===== src/hdl/hspoll_pkg.sv =====
// ============================================================================
// hspoll_pkg: shared codes and helpers for the sensor poller
// Bus request codes, bus event codes, sensor command words, register
// indexes, reset values and the fixed-point conversion helper.
// ============================================================================
`default_nettype none

package hspoll_pkg;

  // Bus request codes shown on bus_request
  localparam logic [2:0] REQ_NONE  = 3'd0;
  localparam logic [2:0] REQ_START = 3'd1;
  localparam logic [2:0] REQ_FETCH = 3'd2;
  localparam logic [2:0] REQ_READ  = 3'd3;
  localparam logic [2:0] REQ_ABORT = 3'd4;

  // Bus event codes
  localparam logic [1:0] EV_STARTED = 2'd0;
  localparam logic [1:0] EV_TXDONE  = 2'd1;
  localparam logic [1:0] EV_RXDONE  = 2'd2;
  localparam logic [1:0] EV_ABORTED = 2'd3;

  // Sensor command words, MSB first on the bus
  localparam logic [15:0] CMD_START_WORD = 16'h2130;
  localparam logic [15:0] CMD_FETCH_WORD = 16'hE000;

  // Config register indexes
  localparam int unsigned CFG_INDEX_W = 2;
  localparam logic [CFG_INDEX_W-1:0] CFG_PERIOD  = 2'd0;
  localparam logic [CFG_INDEX_W-1:0] CFG_TIMEOUT = 2'd1;

  // Config reset values
  localparam logic [15:0] PERIOD_RESET  = 16'd1000;
  localparam logic [15:0] TIMEOUT_RESET = 16'd200;

  // Conversion: temp = (17500*raw - 4500*65535) / 65535, humi = 10000*raw / 65535
  localparam logic [14:0] TEMP_GAIN   = 15'd17500;
  localparam logic [31:0] TEMP_OFFSET = 32'd294907500;
  localparam logic [13:0] HUMI_GAIN   = 14'd10000;

  localparam logic [15:0] SAT_MAX = 16'hFFFF;

  // Divide by 65535: x = 65536*q0 + lo = 65535*q0 + (q0 + lo).
  // Remainder q0 + lo stays below 2*65535, so one correction step is exact.
  function automatic logic [13:0] div65535(input logic [29:0] x);
    logic [13:0] q0;
    logic [16:0] r0;
    q0 = x[29:16];
    r0 = 17'(x[15:0]) + 17'(q0);
    return (r0 >= 17'd65535) ? (q0 + 14'd1) : q0;
  endfunction

  // Saturating increment of a 16-bit counter
  function automatic logic [15:0] sat_inc16(input logic [15:0] v);
    return (v == SAT_MAX) ? v : (v + 16'd1);
  endfunction

endpackage

`default_nettype wire


===== src/hdl/humidity_sensor_poll_fsm.sv =====
// ============================================================================
// humidity_sensor_poll_fsm: periodic poller for a temperature/humidity sensor
// Drives start, fetch, read and abort requests toward an I2C master and converts
// the raw readings to hundredths of a degree and of a percent.
// ============================================================================
// Usage:
//   Input channel (in_valid/in_ready): one word per tick (cmd = 0) or per bus
//   event to latch (cmd = 1). Every input word yields exactly one output word.
//   Output channel (out_valid/out_ready): bus request, command word, latest
//   readings, reading flags and the failure count.
//   Config channel (cfg_valid/cfg_ready): always ready; index 0 is the
//   period, index 1 the timeout, higher indexes are dropped. Write only
//   while no word is in flight.
//   Pipeline: two register stages; an accepted word goes into the input
//   register, then into the result register, which drives the output.
//   Throughput: one word per cycle while the output is taken; the step logic between the two
//   registers is a single pass, with the conversion multipliers placed
//   ahead of the input register.
//   Stall: while the output word is not taken, the input register holds its
//   word and in_ready drops once it is full; nothing is dropped.
//   Reset: synchronous, clears both stages, the sequencer state, the
//   stored readings and the failure count; config returns to 1000 and 200.
// ============================================================================
`default_nettype none

module humidity_sensor_poll_fsm (
  input  wire logic                                clk,
  input  wire logic                                rst,
  // input channel
  input  wire logic                                in_valid,
  output logic                                     in_ready,
  input  wire logic                                cmd,
  input  wire logic [1:0]                          event_code,
  input  wire logic                                request_ok,
  input  wire logic [15:0]                         raw_temp,
  input  wire logic [15:0]                         raw_humi,
  // output channel
  output logic                                     out_valid,
  input  wire logic                                out_ready,
  output logic [2:0]                               bus_request,
  output logic [15:0]                              command_word,
  output logic signed [14:0]                       temp_centi,
  output logic [13:0]                              humi_centi,
  output logic                                     reading_valid,
  output logic                                     new_reading,
  output logic [15:0]                              failures,
  // config channel
  input  wire logic                                cfg_valid,
  output logic                                     cfg_ready,
  input  wire logic [hspoll_pkg::CFG_INDEX_W-1:0]  cfg_index,
  input  wire logic [15:0]                         cfg_data
);

  import hspoll_pkg::*;

  typedef enum logic [2:0] {
    PH_NEED_START = 3'd0,
    PH_START_WAIT = 3'd1,
    PH_IDLE       = 3'd2,
    PH_FETCH_WAIT = 3'd3,
    PH_RX_WAIT    = 3'd4
  } phase_t;

  // config registers
  logic [15:0] period_ticks;
  logic [15:0] timeout_ticks;

  // input register stage
  logic        a_valid;
  logic        a_cmd;
  logic [1:0]  a_ev;
  logic        a_ok;
  logic [30:0] a_temp_prod;
  logic [29:0] a_humi_prod;

  // sequencer state
  phase_t             phase, phase_next;
  logic [1:0]         event_latch, event_latch_next;
  logic [15:0]        step_elapsed, step_elapsed_next;
  logic [15:0]        period_elapsed, period_elapsed_next;
  logic [15:0]        fail_total, fail_total_next;
  logic               have_reading, have_reading_next;
  logic signed [14:0] temp_store, temp_store_next;
  logic [13:0]        humi_store, humi_store_next;

  // step outputs
  logic [2:0]  req;
  logic [15:0] word;
  logic        fresh;
  logic        do_fail;
  logic        do_issue;
  phase_t      issue_phase;
  logic [15:0] step_inc;
  logic [15:0] period_inc;
  logic        waiting;

  // conversion
  logic signed [31:0] t_diff;
  logic               t_neg;
  logic [31:0]        t_abs;
  logic [13:0]        t_quot;
  logic signed [14:0] conv_temp;
  logic [13:0]        conv_humi;

  logic advance;

  // handshakes
  assign cfg_ready = 1'b1;
  assign advance   = a_valid && (!out_valid || out_ready);
  assign in_ready  = !a_valid || !out_valid || out_ready;

  // fixed-point conversion from the registered products
  assign t_diff    = $signed({1'b0, a_temp_prod}) - $signed(TEMP_OFFSET);
  assign t_neg     = t_diff[31];
  assign t_abs     = t_neg ? (32'd0 - 32'(t_diff)) : 32'(t_diff);
  assign t_quot    = div65535(t_abs[29:0]);
  assign conv_temp = t_neg ? (15'sd0 - $signed({1'b0, t_quot})) : $signed({1'b0, t_quot});
  assign conv_humi = div65535(a_humi_prod);

  // one sequencer step per word
  always_comb begin
    phase_next          = phase;
    event_latch_next    = event_latch;
    step_elapsed_next   = step_elapsed;
    period_elapsed_next = period_elapsed;
    fail_total_next     = fail_total;
    have_reading_next   = have_reading;
    temp_store_next     = temp_store;
    humi_store_next     = humi_store;
    req                 = REQ_NONE;
    word                = 16'd0;
    fresh               = 1'b0;
    do_fail             = 1'b0;
    do_issue            = 1'b0;
    issue_phase         = PH_NEED_START;
    step_inc            = sat_inc16(step_elapsed);
    period_inc          = sat_inc16(period_elapsed);
    waiting             = (phase == PH_START_WAIT) || (phase == PH_FETCH_WAIT) ||
                          (phase == PH_RX_WAIT);

    if (a_cmd) begin
      event_latch_next = a_ev;
    end else begin
      step_elapsed_next   = step_inc;
      period_elapsed_next = period_inc;
      if (waiting && (step_inc >= timeout_ticks)) begin
        do_fail = 1'b1;
        req     = REQ_ABORT;
      end else begin
        case (phase)
          PH_NEED_START: begin
            if ((fail_total == 16'd0) || (period_inc >= period_ticks)) begin
              word        = CMD_START_WORD;
              req         = REQ_START;
              do_issue    = 1'b1;
              issue_phase = PH_START_WAIT;
            end
          end
          PH_START_WAIT: begin
            if (event_latch == EV_TXDONE) begin
              period_elapsed_next = 16'd0;
              phase_next          = PH_IDLE;
            end else if (event_latch == EV_ABORTED) begin
              do_fail = 1'b1;
              req     = REQ_ABORT;
            end
          end
          PH_IDLE: begin
            if (period_inc >= period_ticks) begin
              word        = CMD_FETCH_WORD;
              req         = REQ_FETCH;
              do_issue    = 1'b1;
              issue_phase = PH_FETCH_WAIT;
            end
          end
          PH_FETCH_WAIT: begin
            if (event_latch == EV_TXDONE) begin
              req         = REQ_READ;
              do_issue    = 1'b1;
              issue_phase = PH_RX_WAIT;
            end else if (event_latch == EV_ABORTED) begin
              do_fail = 1'b1;
              req     = REQ_ABORT;
            end
          end
          PH_RX_WAIT: begin
            if (event_latch == EV_RXDONE) begin
              temp_store_next     = conv_temp;
              humi_store_next     = conv_humi;
              have_reading_next   = 1'b1;
              fresh               = 1'b1;
              phase_next          = PH_IDLE;
              period_elapsed_next = 16'd0;
            end else if (event_latch == EV_ABORTED) begin
              do_fail = 1'b1;
              req     = REQ_ABORT;
            end
          end
          default: begin
            phase_next = PH_NEED_START;
          end
        endcase
      end

      // request goes out; a refused request is a failure without abort
      if (do_issue) begin
        event_latch_next = EV_STARTED;
        if (a_ok) begin
          step_elapsed_next = 16'd0;
          phase_next        = issue_phase;
        end else begin
          do_fail = 1'b1;
        end
      end

      if (do_fail) begin
        fail_total_next     = sat_inc16(fail_total);
        phase_next          = PH_NEED_START;
        period_elapsed_next = 16'd0;
      end
    end
  end

  // control state, config and sequencer state
  always_ff @(posedge clk) begin
    if (rst) begin
      period_ticks   <= PERIOD_RESET;
      timeout_ticks  <= TIMEOUT_RESET;
      a_valid        <= 1'b0;
      out_valid      <= 1'b0;
      phase          <= PH_NEED_START;
      event_latch    <= EV_STARTED;
      step_elapsed   <= 16'd0;
      period_elapsed <= 16'd0;
      fail_total     <= 16'd0;
      have_reading   <= 1'b0;
      temp_store     <= 15'sd0;
      humi_store     <= 14'd0;
    end else begin
      if (cfg_valid && cfg_ready) begin
        if (cfg_index == CFG_PERIOD) begin
          period_ticks <= cfg_data;
        end else if (cfg_index == CFG_TIMEOUT) begin
          timeout_ticks <= cfg_data;
        end
      end
      if (in_ready) begin
        a_valid <= in_valid;
      end
      if (advance) begin
        out_valid      <= 1'b1;
        phase          <= phase_next;
        event_latch    <= event_latch_next;
        step_elapsed   <= step_elapsed_next;
        period_elapsed <= period_elapsed_next;
        fail_total     <= fail_total_next;
        have_reading   <= have_reading_next;
        temp_store     <= temp_store_next;
        humi_store     <= humi_store_next;
      end else if (out_ready) begin
        out_valid <= 1'b0;
      end
    end
  end

  // input word register; products formed ahead of it
  always_ff @(posedge clk) begin
    if (in_valid && in_ready) begin
      a_cmd       <= cmd;
      a_ev        <= event_code;
      a_ok        <= request_ok;
      a_temp_prod <= 31'(raw_temp) * 31'(TEMP_GAIN);
      a_humi_prod <= 30'(raw_humi) * 30'(HUMI_GAIN);
    end
  end

  // result word register
  always_ff @(posedge clk) begin
    if (advance) begin
      bus_request   <= req;
      command_word  <= word;
      temp_centi    <= temp_store_next;
      humi_centi    <= humi_store_next;
      reading_valid <= have_reading_next;
      new_reading   <= fresh;
      failures      <= fail_total_next;
    end
  end

  // a fresh reading always marks the readings valid
  assert property (@(posedge clk) disable iff (rst)
    out_valid && new_reading |-> reading_valid)
    else $error("new reading without reading_valid");

  // command word only rides with start and fetch writes
  assert property (@(posedge clk) disable iff (rst)
    out_valid && (bus_request != REQ_START) && (bus_request != REQ_FETCH)
      |-> command_word == 16'd0)
    else $error("command word on a non-write request");

  // failure count never goes down
  assert property (@(posedge clk) disable iff (rst)
    1'b1 |=> fail_total >= $past(fail_total))
    else $error("failure count decreased");

  // a fresh reading only comes out of the rx wait phase
  assert property (@(posedge clk) disable iff (rst)
    advance && fresh |-> phase == PH_RX_WAIT && event_latch == EV_RXDONE)
    else $error("conversion outside rx wait");

endmodule

`default_nettype wire

===== config.mk =====
export PLATFORM = sky130hd
export DESIGN_NAME = humidity_sensor_poll_fsm
export DESIGN_NICKNAME = d
export VERILOG_FILES = /design/src/hdl/hspoll_pkg.sv /design/src/hdl/humidity_sensor_poll_fsm.sv
export SDC_FILE = /design/constraint.sdc
export NUM_CORES = 1
export LEC_CHECK = 0
export ABC_CLOCK_PERIOD_IN_PS = 10750
export BUFFER_PORTS_ARGS = -buffer_cell sky130_fd_sc_hd__buf_2
export CAP_MARGIN = 20
export CORE_AREA = 2 2 155 218
export CTS_CLUSTER_DIAMETER = 60
export DETAILED_ROUTE_END_ITERATION = 12
export DIE_AREA = 0 0 157 220
export PLACE_DENSITY_LB_ADDON = 0.3
export SYNTH_ARGS = -nofsm -noshare
export SYNTH_HDL_FRONTEND = slang
export SYNTH_SLANG_ARGS = --single-unit
export TNS_END_PERCENT = 100

===== constraint.sdc =====
create_clock -name clk -period 10.75 [get_ports clk]
set_clock_uncertainty 0.05 [all_clocks]
set_input_delay 1.6125 -clock clk [delete_from_list [all_inputs] [get_ports clk]]
set_output_delay 1.6125 -clock clk [all_outputs]
set_load 0.05 [all_outputs]

==> impl_metrics.toml <==
[critical_path]
crit_slowest_cell = "edfxtp_1"
arrival_ns = 8.81
worstSetupStartpointType = "flip-flop"
crit_type = "reg2reg"
cp.required_ns = 10.98
max_stage_delay_ns = 0.58
endpoint_kind = "flip-flop"
worst-path-max-fanout = 11

[sta]
hold_viol = 0
slew_headroom_pct = 37.0
min_period_ns = 8.58
finalSetupViolations = 0
slew_viol_final = 0
fin_tns_setup_ns = 0
rsz0062_at_grt = "no"
fin_ws_ns = 2.17
worst_slew_pin_slew_ns = 0.944
min_period_over_period_pct = 79.8
fmaxAchievable_mhz = 117

[yosys]
synthDistinctLibCells = 97
yosys_warnings = 0
netlist_area_mm2 = 0.0203
yosysTopAreaCellShare_pct = 16.5
yosysMostFrequentCell = "inv_1"
async_flop_share_pct = 0
synth_top_area_cell = "edfxtp_1"
synth_edf_count = 112
yosysSeqAreaShare_pct = 28.1
synthCells = 2315
ys.flop_type = "dfxtp_1"
yosys-top-cells-count = "inv_1 (315), ha_1 (231), nand2_1 (228), a21oi_1 (166), dfxtp_1 (117)"
syn_avg_cell_area_um2 = 8.79
synth_area_leaders = "edfxtp_1 (17%), ha_1 (14%), dfxtp_1 (12%)"
ys_ff_latch = 229

[drt]
drt_iter0_drc = 887
wirelength_um = 46500
ant_nets = 0
wl_per_cell_um = 16.4
route.detailed.drc = 0
first_pass_iters = 5
routed-via-count = 16500
via_per_inst = 5.80

[power_and_ir_drop]
power.ir.vdd_worst_mv = 0.149
power_leakage_nw = 9.76
internal_power_mw = 2.92
power.share.sequential_pct = 22.8
cellPowerDensity_mw_per_mm2 = 246
swShare_pct = 46.1
comb_power_share_pct = 61.9
power_frac_clock_pct = 15.3
switchingPower_mw = 2.49

[die]
dieArea_mm2 = 0.0345
die_y_um = 220
core_area_mm2 = 0.0327
row_count = 79
io_pins = 128
start_util_pct = 62.2
die-width_um = 157

[grt]
first_global_vias = 16000
grt_max_degree = 84
globalRouteTotalUtil_pct = 26.4
grt_remaining_overflow = 0
antenna_found_initial = 0
grt_pass1_wl_um = 74600

[job]
cap_violations = 0

[place]
pre_cts_ws_ns = 2.31
finalWeightedCongestion = 0.929
port_buffers = 116
dp_hpwl_um = 36800

[clock_network]
cts_buffer_depth = 3
cts_tree = "built"
htree_levels = 1
clock-sinks = 229
cts_buffers = 23
ctsHoldBuffers = 0
cts_root_buffer = "clkbuf_16"
post_cts_buffers = 0
cts.clk_slew.worst_paths_ns = 0.06
clock_latency_ns = 0.54
cts_resized = 0

[finish]
syn2layout_area_growth_pct = 8.08
antenna_cells = 0
utilization_pct = 67.2
drive_gt1_share_pct = 9.59
nNetsFinal = 2755

[hold_path]
hold_path_class = "reg2reg"

[run_status]
status = "finished, final reports clean"
## routing by layer
metal  global-route usage [%]  wire, um
met5                        0         0
met4                     12.4      2110
met2                     51.1     24800
met1                     28.6     17800
met3                     2.30      1850
## registers in the layout, summed over array words and instances (netlist names), 16 cells and up
name and flops:
step_elapsed 16, period_elapsed 16, fail_total 16, failures 16, a_humi_prod 26, a_temp_prod 29
timeout_ticks 16, period_ticks 16
## power groups by stage
| stage | Sequential (mW) | Combinational, mW | Clock (mW) |
|---|---|---|---|
| floorplan | 1.21 | 2.61 | 0 |
| global placement | 1.25 | 3.23 | 0 |
| detailed placement | 1.25 | 3.31 | 0 |
| CTS | 1.23 | 3.33 | 0.841 |
| global route | 1.25 | 3.71 | 0.875 |
| finish | 1.23 | 3.34 | 0.829 |
## critical path, delay by kind of cell (launching register included)
| family | cells | cell delay [ns] |
|---|---|---|
| xor gates and xnor gates | 2 | 0.48 |
| AOI/OAI and AO/OA | 14 | 3.74 |
| DFF | 1 | 0.58 |
| adders and majority gates | 3 | 1.07 |
| and+or+nand+nor | 7 | 1.88 |
| muxes | 2 | 0.40 |
| buffers and inverters | 1 | 0.12 |
## path summary, 6_finish.rpt
check	depth (start not counted)	startpoint	end	slack (ns)
setup / recovery	29	a_temp_prod[2]	temp_centi[12]	2.17
setup reg to reg	29	a_temp_prod[2]	temp_centi[12]	2.17
hold reg to reg	2	timeout_ticks[1]	timeout_ticks[1]	0.41
hold / removal	2	timeout_ticks[1]	timeout_ticks[1]	0.41
## final cells by class
cell class	count	area (um2)
Clock buffer	31	636
Clock inverter	10	143
Fill cell	2655	10700
Inverter	318	1200
Multi-Input combinational cell	1678	13000
Sequential cell	229	5710
Tap cell	445	557
Timing Repair Buffer	133	716
## cell families (layout without fill, tap and decap cells)
group	Yosys count	in the layout	synth area share, %
XOR/XNOR	170	170	7.39
AND/OR/NAND/NOR	688	688	16.9
flip-flops	229	229	28.1
other	2	11	0.0369
adder cells (fa/ha/maj)	313	313	22.3
buffers and inverters	417	492	8.15
multiplexers	24	24	1.25
AO/OA/AOI/OAI	472	472	15.9
## placed cells by master, fill, tap and decap left out, types with 15 or more instances in the layout
cell type / n
inv_1: 314
ha_1: 231
nand2_1: 228
a21oi_1: 166
dfxtp_1: 117
xnor2_1: 116
buf_2: 116
edfxtp_1: 112
nor2_1: 110
fa_1: 82
nand3_1: 75
o21ai_0: 55
xor2_1: 52
a21o_1: 38
and3_1: 38
nor3_1: 36
and2_1: 27
nor2b_1: 24
nand4_1: 24
nor4_1: 23
clkbuf_16: 23
o21bai_1: 22
a31oi_1: 21
nand2b_1: 20
o211ai_1: 18
o31ai_1: 16
buf_4: 15
## metrics by stage
step | power, mW | hold WS (ns) | instances | cell area [um2]
after detailed placement | 4.56 | 0.398 | 2800 | 21200
final | 5.41 | 0.405 | 2844 | 22000
after CTS | 5.40 | 0.407 | 2841 | 22000
after global routing | 5.83 | 0.424 | 2844 | 22000
after global placement | 4.47 | 0.389 | 2800 | 21200
after floorplan | 3.82 | 0.382 | 2324 | 20400
(Power assumes the default switching activity.)
